===== config.mk =====
export PLATFORM = sky130hd
export DESIGN_NAME = frame_delta_pacer
export DESIGN_NICKNAME = d
export VERILOG_FILES = /design/src/design/fdp_pkg.sv /design/src/design/frame_delta_pacer.sv /design/src/design/fdp_cfg.sv /design/src/design/fdp_div.sv /design/src/design/fdp_engine.sv
export SDC_FILE = /design/constraint.sdc
export NUM_CORES = 2
export LEC_CHECK = 0
export BUFFER_PORTS_ARGS = -buffer_cell sky130_fd_sc_hd__buf_2
export CORE_MARGIN = 1.5
export CORE_UTILIZATION = 51
export CTS_BUF_LIST = sky130_fd_sc_hd__clkbuf_8
export CTS_CLUSTER_DIAMETER = 80
export CTS_CLUSTER_SIZE = 40
export DETAILED_ROUTE_END_ITERATION = 12
export PLACE_DENSITY = 0.7
export SLEW_MARGIN = 30
export SYNTH_ARGS = -nofsm -noshare
export SYNTH_HDL_FRONTEND = slang
export SYNTH_SLANG_ARGS = --single-unit
export TNS_END_PERCENT = 30

===== constraint.sdc =====
create_clock -name clk -period 12.8 [get_ports clk]
set_input_delay 2.56 -clock clk [delete_from_list [all_inputs] [get_ports clk]]
set_output_delay 2.56 -clock clk [all_outputs]
set_load 0.005 [all_outputs]

===== src/design/fdp_pkg.sv =====
// ----------------------------------------------------------------------------
// fdp_pkg
// Shared widths, reset values, register map and types for the frame delta
// pacer.
// ----------------------------------------------------------------------------
package fdp_pkg;

  // field widths
  localparam int TS_W    = 64;  // timestamp
  localparam int CFG_W   = 32;  // configuration registers
  localparam int DELTA_W = 35;  // frame delta, history entries, leftover
  localparam int ACC_W   = 36;  // accumulator
  localparam int CNT_W   = 4;   // update counts
  localparam int PER_W   = 34;  // snap period, up to four times the base

  // configuration port
  localparam int APB_ADDR_W = 4;
  localparam int APB_DATA_W = 32;
  localparam int REG_IDX_W  = 2;

  localparam logic [REG_IDX_W-1:0] REG_FRAME_PERIOD    = 2'd0;
  localparam logic [REG_IDX_W-1:0] REG_VSYNC_TOLERANCE = 2'd1;
  localparam logic [REG_IDX_W-1:0] REG_SNAP_BASE       = 2'd2;

  // reset values
  localparam logic [CFG_W-1:0]   FRAME_PERIOD_RST    = 32'd16666;
  localparam logic [CFG_W-1:0]   VSYNC_TOLERANCE_RST = 32'd200;
  localparam logic [CFG_W-1:0]   SNAP_BASE_RST       = 32'd16666;
  localparam logic [DELTA_W-1:0] HIST_RST            = 35'd16666;

  // pacing constants
  localparam int MAX_PASSES    = 8;  // cap on update loop passes
  localparam int DEFINED_SNAPS = 5;  // base multiples plus the half period
  localparam int SNAP_MULTS    = 4;  // base, 2x, 3x, 4x
  localparam int SNAP_IW       = 3;  // index over the defined snap periods
  localparam int DIV_STEP_BITS = 8;  // quotient bits per divider cycle

  // parameter defaults
  localparam int HISTORY_DEPTH_DEF = 4;
  localparam int SNAP_COUNT_DEF    = 5;

  typedef struct packed {
    logic [CFG_W-1:0] frame_period;
    logic [CFG_W-1:0] vsync_tolerance;
    logic [CFG_W-1:0] snap_base;
  } cfg_t;

endpackage


===== src/design/frame_delta_pacer.sv =====
// Sequence: from an input transaction to out_valid the engine steps through the delta state,
//   the snap search (one snap period per cycle), the history update, the mean divider, the
//   accumulate state and the update loop (one pass per cycle, at most eight) plus an exit.
// Flow: a transaction is taken only once the last one is done; in_ready is high only in idle.
//   A result waits in the output register; the next one holds in the update loop until taken.
// Reset: synchronous rst_n restores defaults, fills the history with 16666, clears acc/last.
// ----------------------------------------------------------------------------
// frame_delta_pacer
// Fixed-timestep frame pacing with vsync snapping: per frame timestamp,
// reports fixed updates, extra variable updates, leftover delta and the
// accumulator remainder.
// ----------------------------------------------------------------------------
module frame_delta_pacer #(
  parameter int HISTORY_DEPTH = fdp_pkg::HISTORY_DEPTH_DEF,
  parameter int SNAP_COUNT    = fdp_pkg::SNAP_COUNT_DEF
) (
  input  logic                           clk,
  input  logic                           rst_n,
  // input channel
  input  logic                           in_valid,
  output logic                           in_ready,
  input  logic [fdp_pkg::TS_W-1:0]       in_timestamp,
  // result channel
  output logic                           out_valid,
  input  logic                           out_ready,
  output logic [fdp_pkg::CNT_W-1:0]      out_fixed_updates,
  output logic [fdp_pkg::CNT_W-1:0]      out_extra_variable_updates,
  output logic [fdp_pkg::DELTA_W-1:0]    out_leftover_delta,
  output logic [fdp_pkg::CFG_W-1:0]      out_accumulator_left,
  // configuration port
  input  logic                           psel,
  input  logic                           penable,
  input  logic                           pwrite,
  input  logic [fdp_pkg::APB_ADDR_W-1:0] paddr,
  input  logic [fdp_pkg::APB_DATA_W-1:0] pwdata,
  output logic [fdp_pkg::APB_DATA_W-1:0] prdata,
  output logic                           pready
);
  import fdp_pkg::*;

  cfg_t cfg;

  // configuration registers
  fdp_cfg u_cfg (
    .clk     (clk),
    .rst_n   (rst_n),
    .psel    (psel),
    .penable (penable),
    .pwrite  (pwrite),
    .paddr   (paddr),
    .pwdata  (pwdata),
    .prdata  (prdata),
    .pready  (pready),
    .cfg     (cfg)
  );

  // pacing sequencer and datapath
  fdp_engine #(
    .HISTORY_DEPTH (HISTORY_DEPTH),
    .SNAP_COUNT    (SNAP_COUNT)
  ) u_engine (
    .clk                        (clk),
    .rst_n                      (rst_n),
    .cfg                        (cfg),
    .in_valid                   (in_valid),
    .in_ready                   (in_ready),
    .in_timestamp               (in_timestamp),
    .out_valid                  (out_valid),
    .out_ready                  (out_ready),
    .out_fixed_updates          (out_fixed_updates),
    .out_extra_variable_updates (out_extra_variable_updates),
    .out_leftover_delta         (out_leftover_delta),
    .out_accumulator_left       (out_accumulator_left)
  );

endmodule


===== src/design/fdp_cfg.sv =====
// ----------------------------------------------------------------------------
// fdp_cfg
// APB-style configuration registers: frame period, vsync tolerance and snap
// base. Zero wait states, full read-back.
// ----------------------------------------------------------------------------
module fdp_cfg (
  input  logic                           clk,
  input  logic                           rst_n,
  input  logic                           psel,
  input  logic                           penable,
  input  logic                           pwrite,
  input  logic [fdp_pkg::APB_ADDR_W-1:0] paddr,
  input  logic [fdp_pkg::APB_DATA_W-1:0] pwdata,
  output logic [fdp_pkg::APB_DATA_W-1:0] prdata,
  output logic                           pready,
  output fdp_pkg::cfg_t                  cfg
);
  import fdp_pkg::*;

  logic [CFG_W-1:0]     frame_period_r;
  logic [CFG_W-1:0]     vsync_tolerance_r;
  logic [CFG_W-1:0]     snap_base_r;
  logic [REG_IDX_W-1:0] reg_idx;
  logic                 wr_en;

  assign pready  = 1'b1;
  assign reg_idx = paddr[APB_ADDR_W-1:2];
  assign wr_en   = psel & penable & pwrite;

  // register writes on the access phase
  always_ff @(posedge clk) begin
    if (!rst_n) begin
      frame_period_r    <= FRAME_PERIOD_RST;
      vsync_tolerance_r <= VSYNC_TOLERANCE_RST;
      snap_base_r       <= SNAP_BASE_RST;
    end else if (wr_en) begin
      case (reg_idx)
        REG_FRAME_PERIOD:    frame_period_r    <= pwdata;
        REG_VSYNC_TOLERANCE: vsync_tolerance_r <= pwdata;
        REG_SNAP_BASE:       snap_base_r       <= pwdata;
        default: ;
      endcase
    end
  end

  // read mux
  always_comb begin
    case (reg_idx)
      REG_FRAME_PERIOD:    prdata = frame_period_r;
      REG_VSYNC_TOLERANCE: prdata = vsync_tolerance_r;
      REG_SNAP_BASE:       prdata = snap_base_r;
      default:             prdata = '0;
    endcase
  end

  assign cfg.frame_period    = frame_period_r;
  assign cfg.vsync_tolerance = vsync_tolerance_r;
  assign cfg.snap_base       = snap_base_r;

endmodule


===== src/design/fdp_div.sv =====
// ----------------------------------------------------------------------------
// fdp_div
// Iterative restoring divider by a constant: STEP_BITS quotient bits per cycle
// on a narrow remainder. Used for the history mean.
// ----------------------------------------------------------------------------
module fdp_div #(
  parameter int DIVISOR   = fdp_pkg::HISTORY_DEPTH_DEF,
  parameter int IN_W      = fdp_pkg::DELTA_W,
  parameter int STEP_BITS = fdp_pkg::DIV_STEP_BITS
) (
  input  logic            clk,
  input  logic            rst_n,
  input  logic            start,
  input  logic [IN_W-1:0] dividend,
  output logic            done,
  output logic [IN_W-1:0] quotient
);
  localparam int DIV_CYC = (IN_W + STEP_BITS - 1) / STEP_BITS;
  localparam int PAD_W   = DIV_CYC * STEP_BITS;
  localparam int REM_W   = $clog2(DIVISOR) + 1;
  localparam int CYC_W   = $clog2(DIV_CYC + 1);
  localparam logic [REM_W:0] DIV_K = (REM_W + 1)'(DIVISOR);

  logic [PAD_W-1:0] q_r, q_nxt;
  logic [REM_W-1:0] rem_r, rem_nxt;
  logic [CYC_W-1:0] cyc_r;
  logic             run_r;
  logic             done_r;
  logic [REM_W:0]   rem_x;

  // STEP_BITS restoring steps; dividend bits shift out the top of q,
  // quotient bits shift in at the bottom
  always_comb begin
    q_nxt   = q_r;
    rem_nxt = rem_r;
    rem_x   = '0;
    for (int i = 0; i < STEP_BITS; i++) begin
      rem_x = {rem_nxt, q_nxt[PAD_W-1]};
      q_nxt = {q_nxt[PAD_W-2:0], 1'b0};
      if (rem_x >= DIV_K) begin
        rem_x    = rem_x - DIV_K;
        q_nxt[0] = 1'b1;
      end
      rem_nxt = rem_x[REM_W-1:0];
    end
  end

  // control
  always_ff @(posedge clk) begin
    if (!rst_n) begin
      run_r  <= 1'b0;
      done_r <= 1'b0;
    end else begin
      done_r <= 1'b0;
      if (start) begin
        run_r <= 1'b1;
      end else if (run_r && cyc_r == CYC_W'(DIV_CYC - 1)) begin
        run_r  <= 1'b0;
        done_r <= 1'b1;
      end
    end
  end

  // datapath
  always_ff @(posedge clk) begin
    if (start) begin
      q_r   <= PAD_W'(dividend);
      rem_r <= '0;
      cyc_r <= '0;
    end else if (run_r) begin
      q_r   <= q_nxt;
      rem_r <= rem_nxt;
      cyc_r <= cyc_r + 1'b1;
    end
  end

  assign done     = done_r;
  assign quotient = q_r[IN_W-1:0];

endmodule


===== src/design/fdp_engine.sv =====
// ----------------------------------------------------------------------------
// fdp_engine
// Sequencer and shared subtract/compare unit: frame delta, clamp, vsync
// snap search, history update, accumulator and the fixed update loop.
// ----------------------------------------------------------------------------
module fdp_engine #(
  parameter int HISTORY_DEPTH = fdp_pkg::HISTORY_DEPTH_DEF,
  parameter int SNAP_COUNT    = fdp_pkg::SNAP_COUNT_DEF
) (
  input  logic                        clk,
  input  logic                        rst_n,
  input  fdp_pkg::cfg_t               cfg,
  input  logic                        in_valid,
  output logic                        in_ready,
  input  logic [fdp_pkg::TS_W-1:0]    in_timestamp,
  output logic                        out_valid,
  input  logic                        out_ready,
  output logic [fdp_pkg::CNT_W-1:0]   out_fixed_updates,
  output logic [fdp_pkg::CNT_W-1:0]   out_extra_variable_updates,
  output logic [fdp_pkg::DELTA_W-1:0] out_leftover_delta,
  output logic [fdp_pkg::CFG_W-1:0]   out_accumulator_left
);
  import fdp_pkg::*;

  localparam int N_SNAP = (SNAP_COUNT < DEFINED_SNAPS) ? SNAP_COUNT : DEFINED_SNAPS;
  localparam int SUM_W  = DELTA_W + $clog2(HISTORY_DEPTH);
  localparam logic [SUM_W-1:0] SUM_RST = SUM_W'(HISTORY_DEPTH * 16666);

  // sequencer states
  localparam logic [2:0] S_IDLE  = 3'd0;
  localparam logic [2:0] S_DELTA = 3'd1;
  localparam logic [2:0] S_SNAP  = 3'd2;
  localparam logic [2:0] S_HIST  = 3'd3;
  localparam logic [2:0] S_DIV   = 3'd4;
  localparam logic [2:0] S_ACC   = 3'd5;
  localparam logic [2:0] S_LOOP  = 3'd6;

  logic [2:0]         state_r, state_nxt;
  logic [TS_W-1:0]    ts_r, ts_nxt;
  logic [TS_W-1:0]    last_r, last_nxt;
  logic [DELTA_W-1:0] delta_r, delta_nxt;
  logic [PER_W-1:0]   per_r, per_nxt;
  logic [SNAP_IW-1:0] snap_r, snap_nxt;
  logic [SUM_W-1:0]   sum_r, sum_nxt;
  logic [ACC_W-1:0]   acc_r, acc_nxt;
  logic               resync_r, resync_nxt;
  logic [CNT_W-1:0]   fixed_r, fixed_nxt;
  logic [CNT_W-1:0]   extra_r, extra_nxt;
  logic               out_valid_r, out_valid_nxt;
  logic               out_load;
  logic [DELTA_W-1:0] hist_r [HISTORY_DEPTH];

  logic [CNT_W-1:0]   out_fixed_r;
  logic [CNT_W-1:0]   out_extra_r;
  logic [DELTA_W-1:0] out_left_r;
  logic [CFG_W-1:0]   out_acc_r;

  // shared subtract/compare unit
  logic [TS_W-1:0]    alu_a, alu_b;
  logic [TS_W:0]      alu_diff;
  logic               alu_borrow;

  logic [DELTA_W-1:0] limit;
  logic [DELTA_W-1:0] fp35;
  logic               delta_ge_per;
  logic [CFG_W:0]     snap_half;
  logic [ACC_W-1:0]   acc_sum;
  logic [DELTA_W-1:0] mean;
  logic               div_start;
  logic               div_done;
  logic [SUM_W-1:0]   div_quot;

  assign limit        = {cfg.frame_period, 3'b000};
  assign fp35         = DELTA_W'(cfg.frame_period);
  assign delta_ge_per = (delta_r >= DELTA_W'(per_r));
  assign snap_half    = ({1'b0, cfg.snap_base} + (CFG_W + 1)'(1)) >> 1;
  assign mean         = div_quot[DELTA_W-1:0];
  assign acc_sum      = acc_r + ACC_W'(mean);
  assign div_start    = (state_r == S_HIST);

  // operand select for the shared unit
  always_comb begin
    alu_a = '0;
    alu_b = '0;
    case (state_r)
      S_DELTA: begin
        alu_a = ts_r;
        alu_b = last_r;
      end
      S_SNAP: begin
        if (delta_ge_per) begin
          alu_a = TS_W'(delta_r);
          alu_b = TS_W'(per_r);
        end else begin
          alu_a = TS_W'(per_r);
          alu_b = TS_W'(delta_r);
        end
      end
      S_LOOP: begin
        alu_a = TS_W'(acc_r);
        alu_b = TS_W'(cfg.frame_period);
      end
      default: ;
    endcase
  end

  assign alu_diff   = {1'b0, alu_a} - {1'b0, alu_b};
  assign alu_borrow = alu_diff[TS_W];

  // mean of the history; the divider loads the updated running sum
  fdp_div #(
    .DIVISOR   (HISTORY_DEPTH),
    .IN_W      (SUM_W),
    .STEP_BITS (DIV_STEP_BITS)
  ) u_div (
    .clk      (clk),
    .rst_n    (rst_n),
    .start    (div_start),
    .dividend (sum_nxt),
    .done     (div_done),
    .quotient (div_quot)
  );

  // sequencer
  always_comb begin
    state_nxt  = state_r;
    ts_nxt     = ts_r;
    last_nxt   = last_r;
    delta_nxt  = delta_r;
    per_nxt    = per_r;
    snap_nxt   = snap_r;
    sum_nxt    = sum_r;
    acc_nxt    = acc_r;
    resync_nxt = resync_r;
    fixed_nxt  = fixed_r;
    extra_nxt  = extra_r;
    out_load   = 1'b0;
    case (state_r)
      S_IDLE: begin
        if (in_valid) begin
          ts_nxt    = in_timestamp;
          state_nxt = S_DELTA;
        end
      end
      // signed frame delta, clamp timer anomalies
      S_DELTA: begin
        last_nxt = ts_r;
        if (alu_diff[TS_W-1]) begin
          delta_nxt = '0;
        end else if (alu_diff[TS_W-1:0] > TS_W'(limit)) begin
          delta_nxt = fp35;
        end else begin
          delta_nxt = alu_diff[DELTA_W-1:0];
        end
        per_nxt   = PER_W'(cfg.snap_base);
        snap_nxt  = '0;
        state_nxt = S_SNAP;
      end
      // one snap period per cycle, first match wins
      S_SNAP: begin
        if (alu_diff[DELTA_W-1:0] < DELTA_W'(cfg.vsync_tolerance)) begin
          delta_nxt = DELTA_W'(per_r);
          state_nxt = S_HIST;
        end else if (snap_r == SNAP_IW'(N_SNAP - 1)) begin
          state_nxt = S_HIST;
        end else begin
          snap_nxt = snap_r + 1'b1;
          if (snap_r == SNAP_IW'(SNAP_MULTS - 1)) begin
            per_nxt = PER_W'(snap_half);
          end else begin
            per_nxt = per_r + PER_W'(cfg.snap_base);
          end
        end
      end
      // running sum tracks the history contents
      S_HIST: begin
        sum_nxt   = sum_r - SUM_W'(hist_r[0]) + SUM_W'(delta_r);
        state_nxt = S_DIV;
      end
      S_DIV: begin
        if (div_done) begin
          state_nxt = S_ACC;
        end
      end
      // accumulate, resync on overflow or first frame
      S_ACC: begin
        if ((acc_sum > ACC_W'(limit)) || resync_r) begin
          acc_nxt    = '0;
          delta_nxt  = fp35;
          resync_nxt = 1'b0;
        end else begin
          acc_nxt   = acc_sum;
          delta_nxt = mean;
        end
        fixed_nxt = '0;
        extra_nxt = '0;
        state_nxt = S_LOOP;
      end
      // one fixed update per cycle
      S_LOOP: begin
        if (!alu_borrow && (fixed_r < CNT_W'(MAX_PASSES))) begin
          fixed_nxt = fixed_r + 1'b1;
          if (delta_r > fp35) begin
            extra_nxt = extra_r + 1'b1;
            delta_nxt = delta_r - fp35;
          end
          acc_nxt = alu_diff[ACC_W-1:0];
        end else if (!out_valid_r || out_ready) begin
          out_load  = 1'b1;
          state_nxt = S_IDLE;
        end
      end
      default: state_nxt = S_IDLE;
    endcase
  end

  // output register handshake
  always_comb begin
    if (out_load) begin
      out_valid_nxt = 1'b1;
    end else if (out_ready) begin
      out_valid_nxt = 1'b0;
    end else begin
      out_valid_nxt = out_valid_r;
    end
  end

  // control and architectural state
  always_ff @(posedge clk) begin
    if (!rst_n) begin
      state_r     <= S_IDLE;
      out_valid_r <= 1'b0;
      last_r      <= '0;
      sum_r       <= SUM_RST;
      acc_r       <= '0;
      resync_r    <= 1'b1;
    end else begin
      state_r     <= state_nxt;
      out_valid_r <= out_valid_nxt;
      last_r      <= last_nxt;
      sum_r       <= sum_nxt;
      acc_r       <= acc_nxt;
      resync_r    <= resync_nxt;
    end
  end

  // delta history shift line
  always_ff @(posedge clk) begin
    if (!rst_n) begin
      for (int i = 0; i < HISTORY_DEPTH; i++) begin
        hist_r[i] <= HIST_RST;
      end
    end else if (state_r == S_HIST) begin
      for (int i = 0; i < HISTORY_DEPTH - 1; i++) begin
        hist_r[i] <= hist_r[i+1];
      end
      hist_r[HISTORY_DEPTH-1] <= delta_r;
    end
  end

  // working and result payload
  always_ff @(posedge clk) begin
    ts_r    <= ts_nxt;
    delta_r <= delta_nxt;
    per_r   <= per_nxt;
    snap_r  <= snap_nxt;
    fixed_r <= fixed_nxt;
    extra_r <= extra_nxt;
    if (out_load) begin
      out_fixed_r <= fixed_r;
      out_extra_r <= extra_r;
      out_left_r  <= delta_r;
      out_acc_r   <= acc_r[CFG_W-1:0];
    end
  end

  assign in_ready                   = (state_r == S_IDLE);
  assign out_valid                  = out_valid_r;
  assign out_fixed_updates          = out_fixed_r;
  assign out_extra_variable_updates = out_extra_r;
  assign out_leftover_delta         = out_left_r;
  assign out_accumulator_left       = out_acc_r;

endmodule


-- Word-level counts from Yosys, hierarchy flattened
Memory sizes are Yosys's and may differ from the RTL's.
Cells that the tools add are included.
- memories kept: 1
- output and inout bits: 110
- input port bits: 107
- register bits: 505
- RAM bits: 140
- word-level logic and storage cells: 181
- memory list (memory ; words ; width ; read ports ; clocked after Yosys merged registers in ; write ports ; line ; text):
    u_engine.hist_r ; 4 ; 35 ; 4 ; 0 ; 4 ; fdp_engine.sv:51 ; logic [DELTA_W-1:0] hist_r [HISTORY_DEPTH];
- magnitude comparators: 14
- equality and inequality tests: 21
- reductions and logical operators: 25
- muxes and demuxes: 69
- bitwise gates (word level): 7
- add/sub/neg operators: 19
- operators with widths (operator ; count):
    $mux W35 ; 12
    $pmux W64 S3 ; 2
    $pmux W35 S4 ; 1
    $mux W37 ; 3
    $mux W34 ; 3
    $pmux W32 S3 ; 1
    $mux W36 ; 2
    $pmux W36 S2 ; 1
    $pmux W34 S2 ; 1
    $sub A64 B64 Y65 ; 1
    $gt A64 B35 Y1 ; 1
    $mux W3 ; 16
    $add A37 B35 Y37 ; 1
    $sub A37 B35 Y37 ; 1
    $add A36 B35 Y36 ; 1
    $gt A36 B35 Y1 ; 1
    $ge A35 B34 Y1 ; 1
    $gt A35 B32 Y1 ; 1
    $lt A35 B32 Y1 ; 1
    $sub A35 B32 Y35 ; 1
    $add A34 B32 Y34 ; 1
    $add A32 B1 Y33 const B ; 1
    $ge A4 B3 Y1 const B ; 8
    $sub A3 B3 Y3 const B ; 8
    31 further kinds ; 85

-- Longest topological paths before layout
- depth in word-level cells: 18
- depth in mapped cells: 47
- depth with buffers taken out: 43

-- Hierarchy
A second synthesis with hierarchy kept.
- cell total of the unflattened synthesis: 4969
- area, all modules: 44739.2 um^2
- modules (own cells, without submodules) (module ; instances ; area an instance (um^2) ; seq. area each (um^2) ; cells an instance):
    fdp_engine ; 1 ; 38130.3 ; 13623.1 ; 4323
    fdp_cfg ; 1 ; 4276.6 ; 1921.8 ; 467
    fdp_div ; 1 ; 2332.2 ; 1331.3 ; 179

-- Worst setup path after synthesis
OpenSTA, ideal clock, no wires.
- path type: register -> register
- from: register u_engine.delta_r[1]
- to: register u_engine.out_acc_r[0] (netlist: u_engine.out_accumulator_left[0]), enable pin
- data arrival time: 10.902 ns
- library setup time: 0.601 ns
- period minus slack after synthesis: 11.503 ns
- setup slack: 1.297 ns
- buffers on the path: 2
- stages on the path, launching flop included: 31
- required time: 12.199 ns
- cells stage by stage: edfxtp_1 > ha_1 > nor2b_1 > o21a_1 > o21a_1 > o21a_1 > o21a_1 > o21a_1 > o21a_1 > o21ai_0 > nand2_1 > a221o_1 > a221oi_1 > o31ai_1 > clkbuf_1 > buf_1 > mux2i_1 > o211ai_1 > ha_1 > a21o_1 > or3_1 > o21ai_0 > o21bai_1 > o211a_1 > nor3_1 > o31ai_1 > a311oi_1 > o21ai_0 > a21oi_1 > nor2_1 > nor3_1
- cells in the longest elaborated chain, start to end: 8
- elaborated cells between the ends (all ways): 10
- those cells by class: 1 x add/sub; 1 x order compare; 6 x mux; 2 x reduce/logical
- RTL lines (what ; line ; text):
    from (decl) ; fdp_engine.sv:41 ; logic [DELTA_W-1:0] delta_r, delta_nxt;
    from (signal assigned) ; fdp_engine.sv:264 ; delta_r <= delta_nxt;
    $ge A35 B34 Y1 ; fdp_engine.sv:75 ; assign delta_ge_per = (delta_r >= DELTA_W'(per_r));
    $mux W35 ; fdp_engine.sv:91 ; if (delta_ge_per) begin
    $pmux W64 S3 ; fdp_engine.sv:85 ; case (state_r)
    $sub A64 B64 Y65 (*) ; fdp_engine.sv:107 ; assign alu_diff = {1'b0, alu_a} - {1'b0, alu_b};
    $logic_not A1 Y1 (*) ; fdp_engine.sv:201 ; if (!alu_borrow && (fixed_r < CNT_W'(MAX_PASSES))) begin
    $logic_and A1 B1 Y1 (*) ; fdp_engine.sv:201 ;
    $mux W1 (*) ; fdp_engine.sv:201 ;
    $mux W1 (*) ; fdp_engine.sv:138 ; case (state_r)
    via u_engine.out_load ; fdp_engine.sv:50 ; logic out_load;
    to (signal assigned) ; fdp_engine.sv:273 ; out_acc_r <= acc_r[CFG_W-1:0];
    to (decl) ; fdp_engine.sv:56 ; logic [CFG_W-1:0] out_acc_r;
The timed path passes the listed nets; every way through them passes the cells marked *.
A chain may end at the register's enable or synchronous reset.

-- Worst setup path after layout
- from: register u_engine.per_r[1]
- to: register u_engine.delta_r[20] (data pin)
- cells in the longest elaborated chain, start to end: 8
- elaborated cells between the ends (all ways): 10
- those cells by class: 1 x add/sub; 2 x order compare; 7 x mux
- RTL lines (what ; line ; text):
    from (decl) ; fdp_engine.sv:42 ; logic [PER_W-1:0] per_r, per_nxt;
    from (signal assigned) ; fdp_engine.sv:265 ; per_r <= per_nxt;
    $ge A35 B34 Y1 ; fdp_engine.sv:75 ;
    $mux W35 ; fdp_engine.sv:91 ;
    $pmux W64 S3 ; fdp_engine.sv:85 ;
    $sub A64 B64 Y65 (*) ; fdp_engine.sv:107 ;
    $gt A64 B35 Y1 ; fdp_engine.sv:150 ; end else if (alu_diff[TS_W-1:0] > TS_W'(limit)) begin
    $mux W35 ; fdp_engine.sv:150 ;
    $mux W35 (*) ; fdp_engine.sv:148 ; if (alu_diff[TS_W-1]) begin
    $pmux W35 S4 (*) ; fdp_engine.sv:138 ;
    via u_engine.delta_nxt[20] ; fdp_engine.sv:41 ;
Marks and branches as above.

==> summary.txt <==
Logic synthesis
  • Post-Synth Simple-Gate Area: 16.2%
  • Top post-synthesis cells by count: 766 x nand2_1, 451 x a21oi_1, 396 x edfxtp_1
  • Synth Area per Inst: 8.94 um2
  • Largest family of logic cells by synthesized area: compound AO/OA/AOI/OAI gates
  • Most common cell in the synthesized netlist: nand2_1
  • Seq/Total Area, Yosys: ~40%
  • Post-Synth Adder-Cell Area: about an eighth
  • Largest cells by area after synthesis: edfxtp_1 28%, dfxtp_1 12%, ha_1 10%
  • Synthesized instance count: 4683
  • Main flop type after synthesis: edfxtp_1
  • Mux cell area share after synthesis: roughly 4.1%
  • Synthesized area: between 40000 and 50000 um2
  • Seq cells post-synth: 645
  • Yosys top cell by area: edfxtp_1
  • Post-synthesis compound-gate area fraction: 18.3%
  • Post-synthesis xor/xnor area fraction: 3.99%
  • Distinct cells, synth: 85
  • Yosys Warn Count: 0
  • Synth async-reset ratio: 0%
  • Synth top area share: between 20% and 30%
  • Post-synth EDFFs: approximately 400
  • Synthesized net count: about 5200

Timing
  • Clock Skew: a little over 60 ps
  • Final period util: around nine tenths
  • Unrepaired setup endpoints after global routing: no
  • Slew @ Worst Pin: around 940 ps
  • # setup viols final: 0
  • Fin. Hold Viols: 0
  • Setup TNS: 0 ps
  • Slew headroom: 36.4%
  • Fmax: about 0.086 GHz
  • Final min period: 11590 ps
  • Slew Viols, Final: 0

Critical path
  • CP max stage cell: a221oi_1
  • FF-to-FF Start: u_engine.per_r[1]
  • CP Max Fanout: 46
  • WP data arrival: around 12000 ps
  • Crit. End Element: flop
  • CP Launch Type: flop
  • RR Endpoint: u_engine.delta_r[20]
  • CP required: 13220 ps
  • Worst reg2reg setup slack: between 1000 and 1500 ps
  • Worst-case reg-to-reg path depth: 44
  • Worst path most repeated cell: o21a_1
  • Slowest stage delay, CP: 650 ps
  • Setup Crit Path Kind: flop to flop

Floorplanning
  • Starting Density: around half
  • Core ar.: 80900 um2
  • Die area: 83800 um2
  • DIE HEIGHT: 290 um
  • Ports: around 220
  • Row Count: roughly 100
  • Die span in x: 290 um

Min path
  • Min-delay src: u_engine.last_r[49]
  • Hold path endpoint: u_engine.last_r[49]
  • Hold path cells: 2
  • HP Class: flop to flop

Global route
  • Vias in the first global route: approximately 32000
  • First-pass GRT wire length: 194000 um
  • Largest net degree at the start of global routing: 93
  • Global route overflow: 0
  • Initial antenna violation count: 2
  • GRT Resource Usage Total: between 30% and 40%

Clock network
  • Cts bufs inserted: 40
  • Clock sink count: about 650
  • Clock Path Buffers: 3
  • Worst skew pair latency: 740 ps
  • Htree depth: 2
  • CTS Root Cell: clkbuf_8
  • CTS Hold Bufs: 0
  • Post-CTS Setup Bufs: 0
  • CTS tree: done
  • Worst-path clk slew: 160 ps
  • Post-CTS resize count: 0

Layout
  • Layout cells sized above 1: roughly 8%
  • Nets: between 5000 and 6000
  • Finished Core Util: a little under three fifths
  • Filler cell count: approximately 7400
  • Syn-to-layout area delta: 7.21%

Route
  • WL final: around 130000 um
  • Vias: 35500
  • Final ANT Viol Nets: 0
  • Drt pass-1 iters: 5
  • Vias per Instance: about 6.1
  • Wire per inst: between 20 and 25 um
  • DRC viols: 0
  • Initial DRC count: 3978

Placed design
  • Hpwl dp: between 90000 and 100000 um
  • Final Wtd Congestion: a little under 1
  • Port buffer count: around 210

Run status
  • Status: finished, final reports clean

Job
  • Max_cap viols: 0
-- sequential cells by signal, summed over array words and instances, names as in the netlist, 32 cells and up --
signal and count:
u_engine.sum_r 37, u_engine.hist_r 140, u_engine.last_r 64, u_engine.out_accumulator_left 32, u_engine.delta_r 35, u_engine.acc_r 36, u_engine.out_leftover_delta 35, u_cfg.vsync_tolerance_r 32
u_engine.ts_r 64, u_cfg.snap_base_r 32, u_engine.per_r 34, u_cfg.frame_period_r 32, u_engine.u_div.q_r 40
-- how the worst max path moves through the flow --
stage,startpoint,end
floorplan,u_engine.delta_r[1],u_engine.out_accumulator_left[0]
finish,u_engine.per_r[1],u_engine.delta_r[20]
detailed placement,u_engine.per_r[1],u_engine.delta_r[15]
global placement,u_engine.per_r[1],u_engine.delta_r[2]
CTS,u_engine.per_r[1],u_engine.delta_r[23]
global route,u_engine.per_r[1],u_engine.delta_r[25]
-- logic make-up after synthesis --
logic type               count (synthesis)
AND/OR/NAND/NOR                       1499
flip-flops                             645
AO/OA/AOI/OAI                         1236
buffers and inverters                  565
XOR/XNOR                               191
adder cells (fa/ha/maj)                376
multiplexers                           170
other                                    1
-- critical path: cells and delay by family, from the launching register on --
family                   cells  cell delay (ps)
AO/OA/AOI/OAI               21             5230
multiplexers                 2              440
flip-flops                   1              560
AND/OR/NAND/NOR             14             2290
buffers and inverters        3              980
adder cells (fa/ha/maj)      3             1070
XOR/XNOR                     1              580
-- placed cells by master (no fill, tap or decap), types with 11 or more instances in the layout --
master / synthesis / layout
a211oi_1: 28 / 28
a21o_1: 108 / 108
a21oi_1: 451 / 450
a221oi_1: 19 / 19
a22oi_1: 39 / 39
a311oi_1: 24 / 24
a31oi_1: 21 / 21
and2_1: 21 / 19
and3_1: 113 / 113
buf_2: 1 / 212
buf_4: 2 / 44
clkbuf_8: 0 / 44
dfxtp_1: 249 / 249
edfxtp_1: 396 / 396
fa_1: 39 / 39
ha_1: 337 / 337
inv_1: 330 / 332
mux2i_1: 165 / 165
nand2_1: 766 / 764
nand2b_1: 46 / 44
nand3_1: 74 / 73
nand4_1: 62 / 62
nor2_1: 237 / 231
nor2b_1: 49 / 48
nor3_1: 43 / 39
nor4_1: 12 / 12
o211ai_1: 57 / 57
o21a_1: 40 / 40
o21ai_0: 268 / 268
o21bai_1: 31 / 31
o221ai_1: 28 / 28
o22ai_1: 11 / 11
o31ai_1: 14 / 13
or3_1: 35 / 35
xnor2_1: 125 / 125
xor2_1: 66 / 66
-- layer usage --
| layer | share of wire [%] | global-route usage [%] | up-vias | wire [um] |
|---|---|---|---|---|
| met5 | 0 | 0 | - | 0 |
| met4 | 2.2 | 7.20 | 0 | 2890 |
| met3 | 9.6 | 4.59 | 129 | 12400 |
| met2 | 43 | 44.4 | 1479 | 55200 |
| met1 | 46 | 46.3 | 17000 | 59400 |
| li1 | - | - | 16800 | - |
-- area by class of cell --
cell class                 instances  area (um2)  area share, %
clock buffer                      44         606           1.35
multi-input combinational       3473       23000           51.2
sequential                       645       16900           37.6
clock inverter                    27         422          0.939
inverter                         332        1250           2.79
tap                             1060        1330           2.95
timing repair buffer             258        1430           3.19
antenna                            3        7.51         0.0167
-- per-stage QoR --
stage | hold slack, ps | area, um2 | setup WS [ps] | std cells
2_1_floorplan | 436 | 41900 | 1300 | 4683
3_3_place_gp | 442 | 43800 | 1520 | 5767
3_5_place_dp | 447 | 43900 | 1540 | 5768
4_1_cts | 464 | 44900 | 1440 | 5839
5_1_grt | 477 | 44900 | 614 | 5841
6_report | 462 | 44900 | 1210 | 5842
Power is left out: the tool's default activity adds up to more than one toggle a clock period on the data nets, which glitch-free logic cannot reach.
